<file path="config.mk">
export PLATFORM = sky130hd
export DESIGN_NAME = sorted_list_insert_remove_top
export DESIGN_NICKNAME = d
export VERILOG_FILES = /design/src/sv/slir_pkg.sv /design/src/sv/sorted_list_insert_remove_top.sv /design/src/sv/slir_ctrl.sv /design/src/sv/slir_dp.sv
export SDC_FILE = /design/constraint.sdc
export NUM_CORES = 2
export LEC_CHECK = 0
export ABC_AREA = 1
export BUFFER_PORTS_ARGS = -buffer_cell sky130_fd_sc_hd__buf_4
export CORE_ASPECT_RATIO = 0.7
export CORE_MARGIN = 2
export CORE_UTILIZATION = 29
export CTS_CLUSTER_DIAMETER = 60
export DETAILED_ROUTE_END_ITERATION = 12
export PLACE_DENSITY = 0.44
export SYNTH_ARGS = -nofsm -noshare
export SYNTH_HDL_FRONTEND = slang
export SYNTH_SLANG_ARGS = --single-unit
</file>
<file path="constraint.sdc">
create_clock -name clk -period 10.64 [get_ports clk]
set_clock_uncertainty 0.2 [all_clocks]
set_input_delay 2.128 -clock clk [delete_from_list [all_inputs] [get_ports clk]]
set_output_delay 2.128 -clock clk [all_outputs]
set_load 0.05 [all_outputs]
</file>
<file path="src/sv/slir_pkg.sv">
// ----------------------------------------------------------------------------
// slir_pkg
// shared constants, status codes and controller types for the sorted table
// ----------------------------------------------------------------------------
package slir_pkg;

	// table geometry
	localparam int CAPACITY = 16;
	localparam int CNT_W    = $clog2(CAPACITY + 1);
	localparam int IDX_W    = $clog2(CAPACITY);

	// port widths fixed by the request and result formats
	localparam int ACTION_W = 2;
	localparam int VALUE_W  = 32;
	localparam int INDEX_W  = 4;
	localparam int STATUS_W = 3;
	localparam int COUNT_W  = 5;

	// request kinds
	typedef enum logic [ACTION_W-1:0] {
		ACT_CLEAR  = 2'd0,
		ACT_INSERT = 2'd1,
		ACT_REMOVE = 2'd2,
		ACT_READ   = 2'd3
	} action_t;

	// result status codes
	typedef enum logic [STATUS_W-1:0] {
		ST_OK       = 3'd0,
		ST_FULL     = 3'd1,
		ST_EMPTY    = 3'd2,
		ST_NOTFOUND = 3'd3,
		ST_BADINDEX = 3'd4
	} status_t;

	// controller states
	typedef enum logic {
		CTL_IDLE = 1'b0,
		CTL_EXEC = 1'b1
	} ctl_state_t;

	// commands from controller to datapath
	typedef struct packed {
		logic load_req;
		logic exec;
	} dp_cmd_t;

endpackage

</file>
<file path="src/sv/sorted_list_insert_remove_top.sv">
// ----------------------------------------------------------------------------
// sorted_list_insert_remove_top
// bounded table of signed integers kept in ascending order
// ----------------------------------------------------------------------------
// usage
//   input channel (in_valid/in_ready) carries action, value and index.
//   action: clear, insert (after equal entries), remove first match, read.
//   output channel (out_valid/out_ready) carries status, count and
//   read_value, exactly one result per request.
// sequencing
//   a request is captured into the request register at its acceptance edge
//   and executed into the result register once the result slot is free; no
//   new request is accepted until the captured one has executed, set by the
//   capture/execute sequence of the controller. insert and remove shift all
//   entries in parallel through one comparator per entry.
// reset
//   arst_n empties the table; entry contents are not cleared, only the
//   entry count, so no clearing pass is needed.
// stalls
//   the result sits in an output register; a new request is captured while
//   it waits, and is executed in the cycle the waiting result is taken.
// ----------------------------------------------------------------------------
module sorted_list_insert_remove_top import slir_pkg::*; (
	input  logic                      clk,
	input  logic                      arst_n,
	input  logic                      in_valid,
	output logic                      in_ready,
	input  logic [ACTION_W-1:0]       action,
	input  logic signed [VALUE_W-1:0] value,
	input  logic [INDEX_W-1:0]        index,
	output logic                      out_valid,
	input  logic                      out_ready,
	output logic [STATUS_W-1:0]       status,
	output logic [COUNT_W-1:0]        count,
	output logic signed [VALUE_W-1:0] read_value
);

	dp_cmd_t cmd;

	// request sequencing
	slir_ctrl u_ctrl (
		.clk       (clk),
		.arst_n    (arst_n),
		.in_valid  (in_valid),
		.in_ready  (in_ready),
		.out_valid (out_valid),
		.out_ready (out_ready),
		.cmd       (cmd)
	);

	// table and result storage
	slir_dp u_dp (
		.clk        (clk),
		.arst_n     (arst_n),
		.cmd        (cmd),
		.action     (action),
		.value      (value),
		.index      (index),
		.status     (status),
		.count      (count),
		.read_value (read_value)
	);

endmodule

</file>
<file path="src/sv/slir_ctrl.sv">
// ----------------------------------------------------------------------------
// slir_ctrl
// request sequencer: captures a request, runs it once the result slot is free
// ----------------------------------------------------------------------------
module slir_ctrl import slir_pkg::*; (
	input  logic    clk,
	input  logic    arst_n,
	input  logic    in_valid,
	output logic    in_ready,
	output logic    out_valid,
	input  logic    out_ready,
	output dp_cmd_t cmd
);

	ctl_state_t state_q;
	ctl_state_t state_d;
	logic       out_valid_q;
	logic       slot_free;

	// result slot can take a new result this cycle
	assign slot_free = !out_valid_q || out_ready;

	// next state
	always_comb begin
		state_d = state_q;
		unique case (state_q)
			CTL_IDLE: begin
				if (in_valid) state_d = CTL_EXEC;
			end
			CTL_EXEC: begin
				if (slot_free) state_d = CTL_IDLE;
			end
			default: state_d = CTL_IDLE;
		endcase
	end

	// outputs
	always_comb begin
		in_ready     = 1'b0;
		cmd.load_req = 1'b0;
		cmd.exec     = 1'b0;
		unique case (state_q)
			CTL_IDLE: begin
				in_ready     = 1'b1;
				cmd.load_req = in_valid;
			end
			CTL_EXEC: begin
				cmd.exec = slot_free;
			end
			default: begin
				in_ready = 1'b0;
			end
		endcase
	end

	// state and result valid flag
	always_ff @(posedge clk or negedge arst_n) begin
		if (!arst_n) begin
			state_q     <= CTL_IDLE;
			out_valid_q <= 1'b0;
		end else begin
			state_q <= state_d;
			if (cmd.exec) out_valid_q <= 1'b1;
			else if (out_ready) out_valid_q <= 1'b0;
		end
	end

	assign out_valid = out_valid_q;

	// a result is never overwritten while it waits
	a_no_overwrite: assert property (@(posedge clk) disable iff (!arst_n)
		out_valid_q && !out_ready |-> !cmd.exec)
		else $error("result overwritten while stalled");

	// each executed request raises the result flag
	a_exec_sets_valid: assert property (@(posedge clk) disable iff (!arst_n)
		cmd.exec |=> out_valid_q)
		else $error("executed request without result");

	// a request is only captured when idle, execution only follows a capture
	a_exec_after_load: assert property (@(posedge clk) disable iff (!arst_n)
		cmd.load_req |=> state_q == CTL_EXEC)
		else $error("captured request not executed");

endmodule

</file>
<file path="src/sv/slir_dp.sv">
// ----------------------------------------------------------------------------
// slir_dp
// sorted entry array with one comparator per entry and parallel shifting
// ----------------------------------------------------------------------------
module slir_dp import slir_pkg::*; (
	input  logic                       clk,
	input  logic                       arst_n,
	input  dp_cmd_t                    cmd,
	input  logic [ACTION_W-1:0]        action,
	input  logic signed [VALUE_W-1:0]  value,
	input  logic [INDEX_W-1:0]         index,
	output logic [STATUS_W-1:0]        status,
	output logic [COUNT_W-1:0]         count,
	output logic signed [VALUE_W-1:0]  read_value
);

	localparam int CMP_W = CNT_W + INDEX_W;

	// captured request
	action_t                   action_q;
	logic signed [VALUE_W-1:0] value_q;
	logic [INDEX_W-1:0]        index_q;

	// table state
	logic signed [VALUE_W-1:0] entries_q [CAPACITY];
	logic [CNT_W-1:0]          count_q;

	// result register
	status_t                   status_q;
	logic [COUNT_W-1:0]        count_res_q;
	logic signed [VALUE_W-1:0] read_value_q;

	// per-entry compare results
	logic [CAPACITY-1:0] occ;
	logic [CAPACITY-1:0] le;
	logic [CAPACITY-1:0] eq;
	logic [CAPACITY-1:0] seen;

	logic signed [VALUE_W-1:0] ins_arr [CAPACITY];
	logic signed [VALUE_W-1:0] rem_arr [CAPACITY];

	logic                      is_full;
	logic                      is_empty;
	logic                      found;
	logic                      idx_ok;

	status_t                   status_d;
	logic [CNT_W-1:0]          count_d;
	logic signed [VALUE_W-1:0] read_d;
	logic                      wr_ins;
	logic                      wr_rem;

	// request capture
	always_ff @(posedge clk) begin
		if (cmd.load_req) begin
			action_q <= action_t'(action);
			value_q  <= value;
			index_q  <= index;
		end
	end

	// comparators, one per entry
	always_comb begin
		for (int k = 0; k < CAPACITY; k++) begin
			occ[k] = CNT_W'(k) < count_q;
			le[k]  = occ[k] && (entries_q[k] <= value_q);
			eq[k]  = occ[k] && (entries_q[k] == value_q);
		end
	end

	// first-match mask for remove
	always_comb begin
		seen[0] = eq[0];
		for (int k = 1; k < CAPACITY; k++) begin
			seen[k] = seen[k-1] | eq[k];
		end
	end

	// shifted arrays for insert and remove
	always_comb begin
		for (int k = 0; k < CAPACITY; k++) begin
			if (le[k]) begin
				ins_arr[k] = entries_q[k];
			end else if (k == 0) begin
				ins_arr[k] = value_q;
			end else if (le[(k == 0) ? 0 : k-1]) begin
				ins_arr[k] = value_q;
			end else begin
				ins_arr[k] = entries_q[(k == 0) ? 0 : k-1];
			end
		end
		for (int k = 0; k < CAPACITY - 1; k++) begin
			rem_arr[k] = seen[k] ? entries_q[k+1] : entries_q[k];
		end
		rem_arr[CAPACITY-1] = entries_q[CAPACITY-1];
	end

	assign is_full  = count_q == CNT_W'(CAPACITY);
	assign is_empty = count_q == '0;
	assign found    = seen[CAPACITY-1];
	assign idx_ok   = CMP_W'(index_q) < CMP_W'(count_q);

	// request decode
	always_comb begin
		status_d = ST_OK;
		count_d  = count_q;
		read_d   = '0;
		wr_ins   = 1'b0;
		wr_rem   = 1'b0;
		unique case (action_q)
			ACT_CLEAR: begin
				count_d = '0;
			end
			ACT_INSERT: begin
				if (is_full) begin
					status_d = ST_FULL;
				end else begin
					wr_ins  = 1'b1;
					count_d = count_q + 1'b1;
				end
			end
			ACT_REMOVE: begin
				if (is_empty) begin
					status_d = ST_EMPTY;
				end else if (!found) begin
					status_d = ST_NOTFOUND;
				end else begin
					wr_rem  = 1'b1;
					count_d = count_q - 1'b1;
				end
			end
			ACT_READ: begin
				if (idx_ok) read_d = entries_q[IDX_W'(index_q)];
				else status_d = ST_BADINDEX;
			end
			default: begin
				status_d = ST_OK;
			end
		endcase
	end

	// entry array update
	always_ff @(posedge clk) begin
		if (cmd.exec && wr_ins) begin
			for (int k = 0; k < CAPACITY; k++) entries_q[k] <= ins_arr[k];
		end else if (cmd.exec && wr_rem) begin
			for (int k = 0; k < CAPACITY; k++) entries_q[k] <= rem_arr[k];
		end
	end

	// entry count
	always_ff @(posedge clk or negedge arst_n) begin
		if (!arst_n) begin
			count_q <= '0;
		end else if (cmd.exec) begin
			count_q <= count_d;
		end
	end

	// result register
	always_ff @(posedge clk) begin
		if (cmd.exec) begin
			status_q     <= status_d;
			count_res_q  <= COUNT_W'(count_d);
			read_value_q <= read_d;
		end
	end

	assign status     = status_q;
	assign count      = count_res_q;
	assign read_value = read_value_q;

	// count stays within the table
	a_count_range: assert property (@(posedge clk) disable iff (!arst_n)
		count_q <= CNT_W'(CAPACITY))
		else $error("entry count beyond capacity");

	// clear always empties the table
	a_clear_empties: assert property (@(posedge clk) disable iff (!arst_n)
		cmd.exec && action_q == ACT_CLEAR |=> count_q == '0)
		else $error("clear left entries");

	// successful insert grows the count by one
	a_insert_grows: assert property (@(posedge clk) disable iff (!arst_n)
		cmd.exec && wr_ins |=> count_q == $past(count_q) + 1'b1)
		else $error("insert did not grow count");

	// a failing request leaves the table size alone
	a_fail_keeps: assert property (@(posedge clk) disable iff (!arst_n)
		cmd.exec && status_d != ST_OK |=> $stable(count_q))
		else $error("failed request changed count");

endmodule

</file>
==> results.md <==
- The flow ran to the end, but the final reports show violations.
- The final reports fail on max-capacitance violations, max-slew violations.
- The worst setup path category is register to register.
- Summed over all failing endpoints, the final setup total negative slack is 0 ns.
- Detailed routing placed a total of roughly 13000 um of wire on met3.
- The deepest level of the CTS H-tree is 3.
- The number of nets produced by synthesis is between 6000 and 7000.
- Post-CTS repair changed the size of 0 cells.
- The post-route clock period utilization is 63.17%.
- The number of inserted diodes is 0.
- The source of the worst hold timing path is u_ctrl.out_valid.
- Along the worst path, the maximum fanout reaches about 140.
- The endpoint type of the worst setup path is a register.
- In this run the register-to-register setup slack is a little under 4 ns.
- The internal portion of the total power is ~5.7 mW.
- The detailed placement HPWL is between 100000 and 150000 um.
- The violation count after the first detailed-route iteration is about 4400.
- The root buffer cell chosen for the clock tree is clkbuf_16.
- The clock sink count is 597.
- Compared with the post-synthesis result, the final layout area differs by 11.98%.
- For this design the ratio of total power to cell area is roughly 190 mW/mm^2.
- The synthesized area is ~0.046 sq mm.
- The count of flip-flops with a built-in enable after synthesis is approximately 600.
- The count of TritonRoute iterations in the first routing pass is 6.
- The highest metal layer with signal wires is met4.
- The portion of total power attributed to combinational logic is 36.8%.
- TritonCTS built the clock tree.
- For the worst setup path, the data arrival time is roughly 7 ns.
- The class of the most critical hold timing path is register to register.
- The final layout net count is approximately 6200.
- The design draws roughly 9.9 mW.
- Counting cells, the worst reg-to-reg path comes to 20.
- The total DRC errors in the routed layout is 0.
- Once layout is complete, the cells apart from fillers number between 7000 and 8000.
- The data required time of the worst path is approximately 11 ns.
- Setup slack on the critical path of the routed design comes to 3.919 ns.
- The number of clock buffers added by TritonCTS is around 80.
- The count of nets left with antenna violations once routing finished came out at 0.
- The number of I/O port buffers is 83.
- Global routing used a little under a quarter of the available tracks.
- The worst-case clock buffer depth is 3.
- Setup repair after global routing left no endpoint under its margin.
- The count of distinct cell types in the synthesized netlist is 60.
- Once the floorplan was initialized, standard cells occupied ~29% of the core.
- Derived from the worst setup path, the maximum achievable clock frequency is 148.8 MHz.
- The number of buffers added for setup after CTS is 0.
- The final number of hold-violating endpoints is 0.
- VDD sags by at most ~0.14 mV.
- The routed layout has 42750 vias.
- Counting flops with an async set or reset pin after synthesis yields a share of ~1.2%.
- The total wire length after detailed routing is 189000 um.
- The switching power total is between 4 and 5 mW.
- The clock transition time at the flip-flop clock pins of the worst setup and hold paths is around 0.060 ns.
- The initial antenna violation count is 3.
- The worst slew margin relative to its limit is -0.2664%.
- The total of warnings raised by yosys is 0.
- Detailed routing placed a total of approximately 78000 um of wire on met2.
- Along the worst hold path, the cell count comes to 2.
- Summing the sequential cell areas from Yosys gives just under 40% of the chip area.
- In this run the standard cell core region covers approximately 0.16 sq mm.
- Dividing the synthesized area by the synthesized cell count gives approximately 8.1 sq um.
- In this run the worst setup path begins at u_dp.value_q[31].
- The worst reg2reg path endpoint is u_dp.entries_q[0][3].
- For this run the aggregate overflow at the end of global routing stands at 0.
- The later pin in the worst-skew pair is clocked with a latency of approximately 0.70 ns.
- The tool flagged a number of max-cap violations equal to 1.
- In this run the count of I/O pins placed on the die edge is 84.
- STA classifies the critical path startpoint as a register.
- The final hold slack is roughly 0.31 ns.
- The height of the die is around 340 um.
- Prior to clock tree synthesis, the placed netlist has a worst setup slack of roughly 4 ns.
- Entering global routing, the biggest net connects 217 pins.
- The fraction of layout cells with a size suffix above 1 is 6.303%.
- The final estimated routing congestion in global placement is around 0.88.
- The leakage power of the design is approximately 22 nW.
- The detailed router put a total of 95000 um of wire on met1.
- The startpoint identified for the worst register-to-register timing path is u_dp.value_q[31].
- The switching share of power is between 40 and 50%.
- Setup violations remaining at the end of the flow were counted as 0.
- The cell count after placement is 7686.
- The max-slew violation count is 1.
- The number of global-route vias before repair was between 40000 and 50000.
- The fraction of power consumed by the clock network is roughly 28%.
- Counting the fill cells in the layout gives 16732.
- The die outline area is 0.1618 sq mm.
- The shortest period the worst path allows is just under 7 ns.
- The transition time of the tightest slew-check pin is 1.490 ns.
- In the synthesized netlist, the number of instances is ~5700.
- The worst hold path terminates at u_ctrl.out_valid.
- After floorplanning, the core was divided into between 100 and 150 placement rows.
- The flip-flop cell with the highest count after synthesis is edfxtp_1.
- The number of buffers added to fix hold violations after cts is 0.
- The first-pass GRT wire length is ~280000 um.
- The vias per cell is between 5 and 6.
- The average wire per standard cell is roughly 24 um.
- The fraction of power consumed by sequential logic is a little over a third.
- The flop and latch count out of synthesis is around 600.
- The floorplan step set the die width to 479.9 um.
[metrics by stage]
step	instance area, sq um	utilization, %
floorplan	45970	-
detailed placement	48920	31.03
CTS	51470	32.64
global route	51480	32.65
global placement	48920	31.03
finish	51480	32.65
[cells in the final DEF (no fill, tap or decap), drive strengths merged, types with 9 or more instances in the layout]
master and count:
a221oi 11, nand3 201, inv 655, o21a 9, mux2i 48, o21ai 842
a21o 10, edfxtp 590, nand4 57, clkbuf 101, ha 519, o211ai 136
nor4 25, o22ai 129, nor3 23, nand2 1220, a21oi 549, nor2 212
buf 183, a211oi 56, a31oi 40, clkinv 31, o21bai 9
[worst max path at each step]
| stage | slack (ns) | to |
|---|---|---|
| global route | 3.61 | u_dp.entries_q[2][4] |
| detailed placement | 3.99 | u_dp.entries_q[2][7] |
| floorplan | 3.95 | u_dp.entries_q[10][0] |
| CTS | 3.97 | u_dp.entries_q[2][5] |
| global placement | 3.94 | u_dp.entries_q[2][7] |
| finish | 3.92 | u_dp.entries_q[0][3] |
[final cells by class]
class	instances	area, sq um	area share [%]
Clock buffer	100	2141	4.159
Clock inverter	48	406.6	0.7899
Inverter	648	2437	4.735
Multi-Input combinational cell	4150	24520	47.63
Sequential cell	597	17890	34.76
Tap cell	2108	2638	5.124
Timing Repair Buffer	184	1444	2.805
[critical path: stages, from the launching register on]
cell,delay (ns)
edfxtp_1,0.55
inv_1,0.73
ha_1,0.48
nand2_1,0.17
nor2_1,0.06
nand2_1,0.20
nor2_1,0.10
nand3_2,0.14
nand4_1,0.18
nor2_2,0.24
nand4_1,0.21
nor2_2,0.26
nand4_2,0.18
nor2_4,0.15
nand4_4,0.18
nand3_4,0.16
buf_12,0.38
nand2_2,0.48
buf_4,0.38
o22ai_4,0.14
buf_4,0.50
[power by group through the flow]
stage          Sequential [mW]  Combinational, mW  Clock (mW)
6_report                  3.47               3.64        2.79
5_1_grt                   3.51               4.06        2.92
4_1_cts                   3.47               3.62        2.84
3_5_place_dp              3.51               3.61           0
3_3_place_gp              3.52               3.56           0
2_1_floorplan             3.53               2.18           0
[routing by layer]
| metal | vias to the layer above | global-route usage (%) |
|---|---|---|
| met2 | 1572 | 33.00 |
| li1 | 20083 | - |
| met5 | - | 0 |
| met3 | 193 | 2.854 |
| met1 | 20902 | 35.79 |
| met4 | 0 | 4.792 |
[cells by family after synthesis]
logic type / synth area share, %
xor+xnor: 0.1524
compound gates: 21.78
mux: 1.045
buf+inv: 8.239
fa+ha+maj: 14.13
simple gates: 15.74
flops: 38.92
[state kept, by name, summed over array words and instances, names as in the netlist]
register	cells
u_dp.action_q	2
u_dp.count_q	5
u_dp.read_value	32
u_ctrl.state_q	1
u_dp.entries_q	512
u_dp.value_q	32
u_dp.status	3
u_dp.index_q	4
u_ctrl.out_valid	1
u_dp.count	5
[synth_stat cells, drive strengths merged, types with 40 or more instances]
master,instances,area [sq um]
o21ai,842,4218
buf,87,521.8
a21oi,549,2748
edfxtp,590,17720
a211oi,56,420.4
o22ai,129,807.0
clkbuf,222,833.3
mux2i,48,480.5
nand3,201,1021
a31oi,40,250.2
ha,519,6494
nor2,212,818.3
nand4,57,377.9
inv,646,2425
o211ai,136,1021
nand2,1220,4599
No activity file was read; power rests on OpenSTA's default activity.
